### src/rtl/bdq_pkg.sv
// Shared constants and codes for the bounded deque with odd filter.
`default_nettype none
package bdq_pkg;

  // Storage geometry.
  localparam int CAPACITY = 32;
  localparam int PTR_W    = (CAPACITY > 1) ? $clog2(CAPACITY) : 1;
  localparam int CNT_W    = $clog2(CAPACITY + 1);

  // Field widths of a request and a result.
  localparam int VALUE_W    = 32;
  localparam int OPCODE_W   = 3;
  localparam int COUNT_W    = 6;
  localparam int STATUS_W   = 2;
  localparam int IN_DATA_W  = 32;
  localparam int OUT_DATA_W = 40;

  // Operation codes.
  localparam logic [OPCODE_W-1:0] OP_PUSH_BACK  = 3'd0;
  localparam logic [OPCODE_W-1:0] OP_PUSH_FRONT = 3'd1;
  localparam logic [OPCODE_W-1:0] OP_POP_FRONT  = 3'd2;
  localparam logic [OPCODE_W-1:0] OP_POP_BACK   = 3'd3;
  localparam logic [OPCODE_W-1:0] OP_DROP_EVENS = 3'd4;
  localparam logic [OPCODE_W-1:0] OP_DUMP       = 3'd5;

  // Status codes.
  localparam logic [STATUS_W-1:0] STAT_OK    = 2'd0;
  localparam logic [STATUS_W-1:0] STAT_FULL  = 2'd1;
  localparam logic [STATUS_W-1:0] STAT_EMPTY = 2'd2;

endpackage
`default_nettype wire

### src/rtl/bounded_deque_with_odd_filter_top.sv
// Top level of the bounded deque with odd filter: sequencer, pointers and result register.
`default_nettype none
// Push and pop requests pass through the response state, which loads the result register
// when it is free and then returns the block to idle, where it takes the next request.
// Remove-evens walks the stored elements through the single memory read port, writing back
// only the odd ones. Dump reads each element and emits it before it reads the next one.
// A stalled result holds the response and dump-output states until the result drains.
// Reset (rst, synchronous, active high) empties the deque and drops the result valid.
module bounded_deque_with_odd_filter_top (
  input  wire logic                             clk,
  input  wire logic                             rst,
  // Request channel.
  input  wire logic                             s_tvalid,
  output logic                                  s_tready,
  input  wire logic [bdq_pkg::IN_DATA_W-1:0]    s_tdata,   // [31:0] value
  input  wire logic [bdq_pkg::OPCODE_W-1:0]     s_tuser,   // [2:0] opcode
  // Result channel.
  output logic                                  m_tvalid,
  input  wire logic                             m_tready,
  output logic      [bdq_pkg::OUT_DATA_W-1:0]   m_tdata,   // [31:0] element, [37:32] count,
                                                           // [39:38] status
  output logic                                  m_tuser,   // [0] has_element
  output logic                                  m_tlast    // last result of a request
);

  // Sequencer states.
  localparam logic [2:0] S_IDLE = 3'd0;  // waiting for a request
  localparam logic [2:0] S_RESP = 3'd1;  // single status result pending
  localparam logic [2:0] S_FRD  = 3'd2;  // filter: read next element
  localparam logic [2:0] S_FWR  = 3'd3;  // filter: keep odd element
  localparam logic [2:0] S_DRD  = 3'd4;  // dump: read next element
  localparam logic [2:0] S_DOUT = 3'd5;  // dump: emit element

  localparam int SUM_W = bdq_pkg::CNT_W + 1;

  logic [2:0]                     state;
  logic [bdq_pkg::CNT_W-1:0]      count;
  logic [bdq_pkg::PTR_W-1:0]      front;
  logic [bdq_pkg::CNT_W-1:0]      idx;
  logic [bdq_pkg::CNT_W-1:0]      kept;
  logic [bdq_pkg::STATUS_W-1:0]   res_status;

  logic                           in_accept;
  logic                           out_free;
  logic                           full;
  logic                           empty;
  logic [bdq_pkg::CNT_W-1:0]      idx_inc;

  // The shared slot unit maps an offset from the front into a store address.
  // The offset is the count for push-back, the kept count while the filter
  // writes, and the walk index for every read.
  logic [bdq_pkg::CNT_W-1:0]      slot_off;
  logic [SUM_W-1:0]               slot_sum;
  logic [bdq_pkg::PTR_W-1:0]      slot_addr;
  logic [bdq_pkg::PTR_W-1:0]      front_dec;
  logic [bdq_pkg::PTR_W-1:0]      front_inc;

  logic                           mem_we;
  logic [bdq_pkg::PTR_W-1:0]      mem_waddr;
  logic [bdq_pkg::VALUE_W-1:0]    mem_wdata;
  logic                           mem_re;
  logic [bdq_pkg::VALUE_W-1:0]    mem_rdata;

  assign s_tready  = (state == S_IDLE);
  assign in_accept = s_tvalid && s_tready;
  // The result register can take a new result when empty or being drained.
  assign out_free  = !m_tvalid || m_tready;
  assign full      = (count >= bdq_pkg::CNT_W'(bdq_pkg::CAPACITY));
  assign empty     = (count == '0);
  assign idx_inc   = idx + bdq_pkg::CNT_W'(1);

  always_comb begin
    case (state)
      S_IDLE:  slot_off = count;
      S_FWR:   slot_off = kept;
      default: slot_off = idx;
    endcase
  end

  assign slot_sum  = SUM_W'(front) + SUM_W'(slot_off);
  assign slot_addr = (slot_sum >= SUM_W'(bdq_pkg::CAPACITY)) ?
                     bdq_pkg::PTR_W'(slot_sum - SUM_W'(bdq_pkg::CAPACITY)) :
                     bdq_pkg::PTR_W'(slot_sum);

  assign front_dec = (front == '0) ? bdq_pkg::PTR_W'(bdq_pkg::CAPACITY - 1) :
                     front - bdq_pkg::PTR_W'(1);
  assign front_inc = (front == bdq_pkg::PTR_W'(bdq_pkg::CAPACITY - 1)) ? '0 :
                     front + bdq_pkg::PTR_W'(1);

  // Store port control. Pushes write from the request; the filter writes back the
  // element it just read, which always lands at or behind the read position.
  always_comb begin
    mem_we    = 1'b0;
    mem_waddr = slot_addr;
    mem_wdata = s_tdata;
    if (in_accept && !full && (s_tuser == bdq_pkg::OP_PUSH_BACK)) begin
      mem_we = 1'b1;
    end else if (in_accept && !full && (s_tuser == bdq_pkg::OP_PUSH_FRONT)) begin
      mem_we    = 1'b1;
      mem_waddr = front_dec;
    end else if ((state == S_FWR) && mem_rdata[0]) begin
      mem_we    = 1'b1;
      mem_wdata = mem_rdata;
    end
  end

  assign mem_re = ((state == S_FRD) && (idx != count)) || (state == S_DRD);

  bdq_store u_store (
    .clk   (clk),
    .we    (mem_we),
    .waddr (mem_waddr),
    .wdata (mem_wdata),
    .re    (mem_re),
    .raddr (slot_addr),
    .rdata (mem_rdata)
  );

  // Sequencer and deque pointers.
  always_ff @(posedge clk) begin
    if (rst) begin
      state      <= S_IDLE;
      count      <= '0;
      front      <= '0;
    end else begin
      case (state)
        S_IDLE: begin
          if (in_accept) begin
            idx        <= '0;
            kept       <= '0;
            case (s_tuser)
              bdq_pkg::OP_PUSH_BACK: begin
                state <= S_RESP;
                if (full) begin
                  res_status <= bdq_pkg::STAT_FULL;
                end else begin
                  res_status <= bdq_pkg::STAT_OK;
                  count      <= count + bdq_pkg::CNT_W'(1);
                end
              end
              bdq_pkg::OP_PUSH_FRONT: begin
                state <= S_RESP;
                if (full) begin
                  res_status <= bdq_pkg::STAT_FULL;
                end else begin
                  res_status <= bdq_pkg::STAT_OK;
                  front      <= front_dec;
                  count      <= count + bdq_pkg::CNT_W'(1);
                end
              end
              bdq_pkg::OP_POP_FRONT: begin
                state <= S_RESP;
                if (empty) begin
                  res_status <= bdq_pkg::STAT_EMPTY;
                end else begin
                  res_status <= bdq_pkg::STAT_OK;
                  front      <= front_inc;
                  count      <= count - bdq_pkg::CNT_W'(1);
                end
              end
              bdq_pkg::OP_POP_BACK: begin
                state <= S_RESP;
                if (empty) begin
                  res_status <= bdq_pkg::STAT_EMPTY;
                end else begin
                  res_status <= bdq_pkg::STAT_OK;
                  count      <= count - bdq_pkg::CNT_W'(1);
                end
              end
              bdq_pkg::OP_DROP_EVENS: begin
                res_status <= bdq_pkg::STAT_OK;
                state      <= S_FRD;
              end
              bdq_pkg::OP_DUMP: begin
                // An empty dump gives the plain status result.
                res_status <= bdq_pkg::STAT_OK;
                state      <= empty ? S_RESP : S_DRD;
              end
              default: begin
                res_status <= bdq_pkg::STAT_OK;
                state      <= S_RESP;
              end
            endcase
          end
        end
        S_RESP: begin
          if (out_free) begin
            state <= S_IDLE;
          end
        end
        S_FRD: begin
          if (idx == count) begin
            count <= kept;
            state <= S_RESP;
          end else begin
            state <= S_FWR;
          end
        end
        S_FWR: begin
          if (mem_rdata[0]) begin
            kept <= kept + bdq_pkg::CNT_W'(1);
          end
          idx   <= idx_inc;
          state <= S_FRD;
        end
        S_DRD: begin
          state <= S_DOUT;
        end
        S_DOUT: begin
          if (out_free) begin
            idx   <= idx_inc;
            state <= (idx_inc == count) ? S_IDLE : S_DRD;
          end
        end
        default: begin
          state <= S_IDLE;
        end
      endcase
    end
  end

  // Result register. Status results carry a zero element.
  always_ff @(posedge clk) begin
    if (rst) begin
      m_tvalid <= 1'b0;
    end else if ((state == S_RESP) && out_free) begin
      m_tvalid <= 1'b1;
      m_tdata  <= {res_status, bdq_pkg::COUNT_W'(count), {bdq_pkg::VALUE_W{1'b0}}};
      m_tuser  <= 1'b0;
      m_tlast  <= 1'b1;
    end else if ((state == S_DOUT) && out_free) begin
      m_tvalid <= 1'b1;
      m_tdata  <= {bdq_pkg::STAT_OK, bdq_pkg::COUNT_W'(count), mem_rdata};
      m_tuser  <= 1'b1;
      m_tlast  <= (idx_inc == count);
    end else if (m_tready) begin
      m_tvalid <= 1'b0;
    end
  end

endmodule
`default_nettype wire

### src/rtl/bdq_store.sv
// Element store: one write port and one read port with registered read data.
`default_nettype none
module bdq_store (
  input  wire logic                         clk,
  input  wire logic                         we,
  input  wire logic [bdq_pkg::PTR_W-1:0]    waddr,
  input  wire logic [bdq_pkg::VALUE_W-1:0]  wdata,
  input  wire logic                         re,
  input  wire logic [bdq_pkg::PTR_W-1:0]    raddr,
  output logic      [bdq_pkg::VALUE_W-1:0]  rdata
);

  logic [bdq_pkg::VALUE_W-1:0] mem [bdq_pkg::CAPACITY];

  always_ff @(posedge clk) begin
    if (we) begin
      mem[waddr] <= wdata;
    end
  end

  // Read data holds until the next read.
  always_ff @(posedge clk) begin
    if (re) begin
      rdata <= mem[raddr];
    end
  end

endmodule
`default_nettype wire
### config.mk
export PLATFORM = sky130hd
export DESIGN_NAME = bounded_deque_with_odd_filter_top
export DESIGN_NICKNAME = d
export VERILOG_FILES = /design/src/rtl/bdq_pkg.sv /design/src/rtl/bounded_deque_with_odd_filter_top.sv /design/src/rtl/bdq_store.sv
export SDC_FILE = /design/constraint.sdc
export NUM_CORES = 1
export LEC_CHECK = 0
export BUFFER_PORTS_ARGS = -buffer_cell sky130_fd_sc_hd__buf_2
export CAP_MARGIN = 20
export CORE_UTILIZATION = 65
export DETAILED_ROUTE_END_ITERATION = 8
export GPL_ROUTABILITY_DRIVEN = 1
export PLACE_DENSITY = 0.84
export SLEW_MARGIN = 20
export SYNTH_ARGS = -nofsm -noshare
export SYNTH_HDL_FRONTEND = slang
export SYNTH_SLANG_ARGS = --single-unit
export TNS_END_PERCENT = 100
### constraint.sdc
create_clock -name clk -period 10.6 [get_ports clk]
set_clock_uncertainty 0.15 [all_clocks]
set_input_delay 1.06 -clock clk [delete_from_list [all_inputs] [get_ports clk]]
set_output_delay 1.06 -clock clk [all_outputs]
set_load 0.02 [all_outputs]
* After elaboration in Yosys (flattened, before gate mapping) *
Memories as Yosys holds them, arrays and structs flattened. A register that Yosys moved wholly into a read port is not among the register bits.
Index checks and enable logic that the tools add are counted.

word-level totals
  memories kept = 1
  bits in registers = 71
  output and inout bits = 44
  input port bits = 39
  memory bits (writable) = 1024
  logic and storage cells = 124

memories
  name         words  bits a word  read ports  clocked after Yosys merged registers in  write ports  line             RTL
  u_store.mem  32     32           1           1                                        1            bdq_store.sv:13  logic [bdq_pkg::VALUE_W-1:0] mem [bdq_pkg::CAPACITY];

cells by class
  order comparisons = 2
  add/sub/neg operators = 8
  muxes and demuxes = 46
  bitwise operators = 1
  equal/unequal tests = 24
  reductions and logical operators = 31

operator list
  cell                                                                   number
  32-bit two-way mux                                                     3
  40-bit two-way mux                                                     2
  6-bit case mux with 2 select lines                                     4
  6-bit two-way mux                                                      7
  5-bit two-way mux                                                      7
  6-bit by 1-bit adder with 6-bit output, second input constant          3
  3-bit case mux with 6 select lines                                     1
  6-bit case mux with 3 select lines                                     1
  3-bit two-way mux                                                      5
  3-bit by 2-bit equality test with 1-bit output, second input constant  4
  3-bit equality test, second input constant                             4
  6-bit equality test                                                    2
  1-bit two-way mux                                                      11
  5-bit case mux with 2 select lines                                     1
  5-bit by 1-bit subtractor with 5-bit output, second input constant     2
  3-bit != test, second input constant                                   3
  1-bit logical AND                                                      8
  2-bit != test, second input constant                                   4
  4-bit AND reduction                                                    2
  2-bit nonzero test                                                     4
  5-bit by 6-bit adder with 7-bit output                                 1
  7-bit by 6-bit >= comparator with 1-bit output, second input constant  1
  3-bit by 1-bit equality test with 1-bit output, second input constant  2
  6-bit >= comparator, second input constant                             1
  20 further kinds                                                       29

* Depth between registers and ports, before layout *
Gate-level depths: netlist of the first run.

  word-level depth = 8
  gate-level depth with buffers = 16
  depth with buffers taken out = 13

* Hierarchy *
From an unflattened synthesis of the first run, not the netlist that was laid out.

second synthesis, totals
  cell total of the unflattened synthesis = 2650
  area, all modules = 45079.5 µm²

by module, submodules not included
  module                             cells an instance  instances  area each (µm²)
  bdq_store                          2260               1          40812.9
  bounded_deque_with_odd_filter_top  390                1          4266.6

* Least setup slack after synthesis of the first run *
Ideal clock, no wire load.

  path type = reg-to-reg
  start = register state[2]
  end = memory u_store.mem[12][0] (netlist name) (enable)
  buffers on the path = 5
  clock period less this slack = 6.197 ns
  setup slack = 4.403 ns
  arrival = 5.586 ns
  stages on the path, launching flop included = 16
  library setup time = 0.461 ns
  required time = 9.989 ns
  cell sequence = dfxtp_1 > or3_1 > buf_6 > clkinv_4 > nor3_1 > nor3_1 > ha_1 > inv_1 > fa_1 > clkbuf_1 > clkbuf_1 > clkbuf_1 > clkbuf_1 > mux2_2 > nand2_1 > nor3_1

between the ends
  longest elaborated chain between the ends = 8
  elaborated cells on any way between the ends = 19

ends and longest elaborated chain
  item                                                                            line                                      RTL
  from (decl)                                                                     bounded_deque_with_odd_filter_top.sv:36   logic [2:0] state;
  from (signal assigned)                                                          bounded_deque_with_odd_filter_top.sv:177  state <= empty ? S_RESP : S_DRD;
  from (signal assigned)                                                          bounded_deque_with_odd_filter_top.sv:212  state <= (idx_inc == count) ? S_IDLE : S_DRD;
  3-bit logical NOT *                                                             bounded_deque_with_odd_filter_top.sv:64   assign s_tready = (state == S_IDLE);
  named net s_tready                                                              bounded_deque_with_odd_filter_top.sv:14   output logic s_tready,
  branches (longest 7 deep; another with 5-bit by 6-bit adder with 7-bit output)  --
  to (decl)                                                                       bdq_store.sv:13

Mark *: on every way through the listed nets, which the timed path passes.

* Worst setup path in the final report of the first run *
  start = register state[2]
  end = register u_store.rdata[5] (netlist name) (read register of u_store.mem) (data pin)

between the ends
  longest elaborated chain between the ends = 5
  elaborated cells on any way between the ends = 11

ends and longest elaborated chain
  item                                                                                                                  line                                                                              RTL
  3-bit by 2-bit equality test with 1-bit output / 3-bit logical NOT (equally long branches)                            bounded_deque_with_odd_filter_top.sv:73                                           case (state)
  6-bit case mux with 2 select lines                                                                                    bounded_deque_with_odd_filter_top.sv:73
  5-bit by 6-bit adder with 7-bit output                                                                                bounded_deque_with_odd_filter_top.sv:80                                           assign slot_sum = SUM_W'(front) + SUM_W'(slot_off);
  7-bit by 6-bit >= comparator with 1-bit output / 5-bit by 1-bit subtractor with 5-bit output (equally long branches)  bounded_deque_with_odd_filter_top.sv:81, bounded_deque_with_odd_filter_top.sv:82
  5-bit two-way mux                                                                                                     bounded_deque_with_odd_filter_top.sv:81                                           assign slot_addr = (slot_sum >= SUM_W'(bdq_pkg::CAPACITY)) ?
  to (decl)                                                                                                             bdq_store.sv:10                                                                   output logic [bdq_pkg::VALUE_W-1:0] rdata

Parallel ways exist; a longest one is shown, timed or not.
A chain may end at the register's enable or synchronous reset.

==> results of run 1 <==
## kinds of logic (layout without fill, tap and decap cells)
| logic type | after synthesis | after routing | share of synthesized area |
|---|---|---|---|
| flip-flops | 1127 | 1127 | 0.742 |
| other | 0 | 1 | 0 |
| adder cells (fa/ha/maj) | 17 | 17 | 0.00502 |
| XOR/XNOR | 32 | 32 | 0.00706 |
| buffers and inverters | 139 | 353 | 0.0130 |
| multiplexers | 425 | 425 | 0.165 |
| AND/OR/NAND/NOR | 208 | 208 | 0.0238 |
| AO/OA/AOI/OAI | 255 | 255 | 0.0435 |
## cell type report
| type | instances | share of cell area |
|---|---|---|
| Antenna cell | 1 | 0.0000494 |
| Clock buffer | 129 | 0.0542 |
| Clock inverter | 61 | 0.0135 |
| Inverter | 11 | 0.000913 |
| Multi-Input combinational cell | 937 | 0.224 |
| Sequential cell | 1127 | 0.665 |
| Tap cell | 931 | 0.0230 |
| Timing Repair Buffer | 152 | 0.0190 |
## per-layer routing
layer / GRT usage / wire, um
met5: 0 / 12
met4: 0.192 / 7770
met3: 0.0810 / 14900
met2: 0.555 / 58600
met1: 0.448 / 40000
## critical path, cell delays in order (launching register included)
cell	delay, ps
dfxtp_1	480
or3_1	610
clkinv_4	140
nor3_1	50
nor3_1	360
ha_4	190
inv_1	50
fa_4	1290
buf_4	910
buf_4	950
mux4_2	470
mux2i_1	210
a21oi_1	110
a22oi_1	390
a221oi_2	70
## through the flow
stage               worst slack, ps  hold WS [ps]  total power [mW]
floorplan                      4400           256              6.49
global placement               4140           398              6.97
finish                         3770           426              10.9
detailed placement             4030           402              7.04
CTS                            3860           437              10.8
global route                   3610           446              11.1
## report_power, final
group | switching, mW | internal (mW) | leakage, nW
sequential | 0.0418 | 4.98 | 10.1
combinational | 1.20 | 0.818 | 4.39
clock | 1.65 | 2.16 | 1.66
total | 2.90 | 7.96 | 16.2
## cells in the mapped netlist (all sizes together), types with 34 or more instances
cell type  count  area share
edfxtp      1112        0.74
mux4         256        0.13
mux2i        135       0.030
clkbuf        95      0.0079
a21oi         82      0.0090
o22a          64       0.012
nor2          44      0.0036
nor2b         40      0.0055
nor3          38      0.0042
a22oi         34      0.0056
mux2          34      0.0084
nand2         34      0.0028
## registers in the layout (all words and copies together) (netlist names)
| name | count |
|---|---|
| u_store.mem | 1024 |
| m_tdata | 40 |
| u_store.rdata | 32 |
| count | 6 |
| idx | 6 |
| kept | 6 |
| front | 5 |
| state | 3 |
| res_status | 2 |
| m_tlast | 1 |
| m_tuser | 1 |
| m_tvalid | 1 |
## worst paths after layout
| path | endpoint | slack (ps) | cells after the start |
|---|---|---|---|
| worst max register to register | u_store.rdata[5]$_DFFE_PP_ | 3770 | 14 |
| worst min-delay path | m_tdata[19]$_SDFFCE_PP0P_ | 430 | 1 |
| worst max-delay path | u_store.rdata[5]$_DFFE_PP_ | 3770 | 14 |
| worst min register to register | m_tdata[19]$_SDFFCE_PP0P_ | 430 | 1 |
==> run metrics, run 1 <==
max-cap viol count 0; Worst EP required about 11000 ps; Multi-input gate area 11400 um^2; Post-CTS Setup Inserts 0; die width between 200 and 300 um; most frequent cells in the layout edfxtp_1 (1112), mux4_2 (256), mux2i_1 (135); crit path from state[2]$_SDFFE_PP0P_; Setup TNS 0 ps; pin count of the biggest net entering global routing 104; commonest non-fill, non-tap cell in the layout edfxtp_1; synthesized flop and latch total about 1100; reg2reg start state[2]$_SDFFE_PP0P_; clk sinks between 1000 and 1500; DRC viols 0; Final Max Slew Viols 0; worst min-delay path class reg -> reg; EDFF count, synth around 1100; Max VDD drop approximately 280 uV; clock buffer depth 3; I/O Buffers between 80 and 90; Routed Antenna Nets 0; post-route cell area around 51000 um^2; CTS clock-pin slew for the worst setup and hold paths 70 ps; Tcrit/Tclk final 0.644; Final Non-Filler Cells approximately 3300; Pre-Repair DR Iteration Count 6; outcome completed; DR vias/cell roughly 7.5; CP Capture Type register; arrival time of the worst setup path between 7000 and 8000 ps; minimum clock period roughly 7000 ps; Initial Util 0.659; Clk Latency, worst-skew pair 680 ps; RSZ-0062 raised after global routing no; sequential element share of the synthesized area 0.742; dominant synthesized flop cell edfxtp_1; DP Area approximately 47000 um^2; wire per inst 36.2 um; Synth cell types between 60 and 70; final WL 121 mm; CTS tree built; nets roughly 2400; Total GRT Usage 0.348; vias in the first global route 25319; Iter 0 DRT Violations 3612; leakage approximately 16 nW; Core Box Area between 60000 and 70000 um^2; # hold bufs at CTS 0; H-Tree Depth 3; final hold vios 0; relative slew slack 0.246; Overflow after GRT 0; Post-Place Cells ~3200; Min-Delay Startpoint u_store.rdata[19]$_DFFE_PP_; Crit Path Category reg -> reg; Die Area between 70000 and 80000 um^2; I/O Pins 83; initial antenna violation count 2; Via Count between 20000 and 25000; post-synthesis async set-or-reset flop share 0; Syn Inst Count around 2200; fill count 3550; endpoints failing setup 0; # resized after CTS 0; Clk Tree Root Cell clkbuf_16; FMAX 146 MHz; Core Util, Final 0.736; Syn Area/Cell approximately 21 um^2; first-pass GRT wire length ~170 mm; floorplan row count 96; layout cell share with drive strength beyond 1 0.279; register area between 30000 and 40000 um^2; CTS Buf Count between 100 and 150; Post-Syn Area about 45000 um^2; die height about 270 um; P per Cell Area 214 nW/um^2; syn_nets around 2300; Layout area overhead 11.7%; half-perimeter wire length after placement between 60 and 70 mm; GP Congestion between 0.8 and 0.9; Yosys warnings 0; Worst Setup Start Kind register; worst slew pin tran 1130 ps; CP Max Fanout 69
No activity file was read; power rests on OpenSTA's default activity.
==> run 2, diff against run 1 <==
Settings changed: CORE_UTILIZATION 65 to 62, PLACE_DENSITY 0.84 to 0.81.
Clock period 10.6 ns to 6.7 ns, I/O delays scaled along.
==> run metrics, run 2 (synthesis results as in run 1) <==
Overflow after GRT 0 (unchanged); slowest stage delay, CP 870 ps (-420 ps); Top reg by flops u_store.mem; reg2reg path depth 14 (unchanged); P per Cell Area 335 nW/um^2 (+57%); nets 2394 (+0.25%); Max VDD drop 308 uV (+9.2%); CP dominant cell by count nor3_1; Clk Latency, worst-skew pair 680 ps (about the same); Tcrit/Tclk final 0.853 (+0.209); Crit Path Category reg -> reg; worst min-delay path class in -> reg; Crit Reg-Reg Endpoint u_store.mem[18][9]$_DFFE_PP_; DRC viols 0 (unchanged); biggest regs u_store.mem: 1024 flops, m_tdata: 40 flops, u_store.rdata: 32 flops; Die Area 74300 um^2 (+4.8%); clk sinks 1127 (unchanged); pin count of the biggest net entering global routing 110 (+5.8%); first-pass GRT wire length 164 mm (-5.2%); layout cell share with drive strength beyond 1 0.277 (-0.00186); met3 WL post-DR 12.4 mm (-16%); Via Count 24010 (-3.8%); most frequent cells in the layout edfxtp_1 (1112), mux4_2 (256), mux2i_1 (135); die height 273 um (+2.4%); H-Tree Depth 3 (unchanged); reg2reg start state[2]$_SDFFE_PP0P_; die width 273 um (+2.4%); # resized after CTS 0 (unchanged); CTS clock-pin slew for the worst setup and hold paths 60 ps (about the same); max-cap viol count 0 (unchanged); post-route cell area 50800 um^2 (+0.29%); crit path max-delay cell type nor3_2; Clk Tree Root Cell clkbuf_16; P_sw 4.43 mW (+53%); R2R setup slack 980 ps (-2790 ps); Initial Util 0.631 (-0.0289); M1 wire length 39.2 mm (-2.1%); wire per inst 33.6 um (-7.3%); minimum clock period 5720 ps (-1110 ps); outcome completed; Min-Delay Startpoint s_tuser[2]; final WL 114 mm (-6.4%); I/O Pins 83 (unchanged); Final Max Slew Viols 0 (unchanged); I/O Buffers 82 (unchanged); Pint 12.6 mW (+59%); Routed Antenna Nets 0 (unchanged); Layout area overhead 12.0%; CTS Buf Count 105 (+1.9%); GP Congestion 0.892 (-0.12%); met2 WL 55.5 mm (-5.4%); Core Box Area 72000 um^2 (+4.6%); final hold vios 0 (unchanged); max reg flops 1024 (unchanged); Iter 0 DRT Violations 2982 (-17%); Total GRT Usage 0.311 (-0.0366); Sw Share 0.260 (-0.00714); Buf/Inv on CP 3 (-1); Post-CTS Setup Inserts 0 (unchanged); Pre-Repair DR Iteration Count 6 (unchanged); half-perimeter wire length after placement 62.5 mm (about the same); highest routed layer met5; DR vias/cell 7.11 (-4.6%); Worst Setup Start Kind register; clock buffer depth 3 (unchanged); # hold bufs at CTS 0 (unchanged); worst slew pin tran 1170 ps (+42.3 ps); CP Max Fanout 25 (-64%); initial antenna violation count 3 (+1); critical-path cell list or3_1, clkinv_4, nor3_1, nor3_1, ha_4, inv_1, fa_4, nand3b_1, a211o_1, o211ai_1, mux2_2, xor2_4, nor3_2, buf_4; Worst EP required 6860 ps (-3990 ps); Flop pwr share 0.466 (+0.003); delay-heaviest family, CP simple AND/OR/NAND/NOR gates; RSZ-0062 raised after global routing no; CP Capture Type register; part of the power in combinational logic 0.183 (-0.003); commonest non-fill, non-tap cell in the layout edfxtp_1; endpoints failing setup 0 (unchanged); leakage 16.2 nW (+0.24%); vias in the first global route 24539 (-3.1%); Hold Path Cell Cnt 2 (+1); power share of the clock group 0.351 (about the same); relative slew slack 0.222 (-0.0241); arrival time of the worst setup path 5870 ps (-1200 ps); Hold EP res_status[0]$_DFFE_PP_; CTS tree built; FMAX 175 MHz (+19%); floorplan row count 98 (+2.1%); Setup TNS 0 ps (unchanged); DP Area 47300 um^2 (+0.25%)
-- run 2: layer usage --
layer	vias to the layer above	track usage
met2	1786	0.506
met3	387	0.0769
met4	6	0.154
li1	9498	-
met5	-	0
met1	12333	0.397
-- run 2: cell type report --
type | instances | area, um^2
inverters | 11 | 46.3
repair buffers | 156 | 1070
well taps | 950 | 1190
clock inverters | 66 | 676
clock buffers | 129 | 2770
multi-input cells | 937 | 11400
fillers | 4034 | 21200
diodes | 3 | 7.51
flip-flops and latches | 1127 | 33700
-- run 2: how the worst max path moves through the flow --
stage / endpoint / startpoint / slack, ps / cells past startpoint
after floorplan: u_store.mem[12][0]$_DFFE_PP_ / state[2]$_SDFFE_PP0P_ / 500 / 15
after global placement: u_store.mem[18][26]$_DFFE_PP_ / state[2]$_SDFFE_PP0P_ / 1220 / 14
after detailed placement: u_store.mem[18][26]$_DFFE_PP_ / state[2]$_SDFFE_PP0P_ / 1030 / 14
after CTS: u_store.mem[18][3]$_DFFE_PP_ / state[2]$_SDFFE_PP0P_ / 1030 / 14
after global routing: u_store.mem[18][3]$_DFFE_PP_ / state[2]$_SDFFE_PP0P_ / 750 / 14
final: u_store.mem[18][9]$_DFFE_PP_ / state[2]$_SDFFE_PP0P_ / 980 / 14
-- run 2: worst reg2reg max path, stage by stage, from the launching register on --
cell,delay [ps]
dfxtp_1,470
or3_1,600
clkinv_4,140
nor3_1,60
nor3_1,370
ha_4,200
inv_1,50
fa_4,470
nand3b_1,210
a211o_1,290
o211ai_1,250
mux2_2,330
xor2_4,250
nor3_2,880
buf_4,620
-- run 2: power by group through the flow --
stage	Clock [mW]	Combinational (mW)	Sequential, mW
after floorplan	0	2.20	8.07
after global placement	0	2.95	8.08
after detailed placement	0	3.04	8.09
after CTS	6.02	3.10	7.94
after global routing	6.28	3.26	7.94
final	5.99	3.11	7.94
-- run 2: stage by stage --
stage                     utilization  std cells  hold slack [ps]  power [mW]  worst slack (ps)
final                           0.706       3379              242        17.0               982
after global routing            0.706       3376              231        17.5               750
after CTS                       0.706       3376              206        17.1              1030
after detailed placement        0.658       3181              408        11.1              1030
after global placement          0.657       3180              394        11.0              1220
after floorplan                     -       2203              256        10.3               503
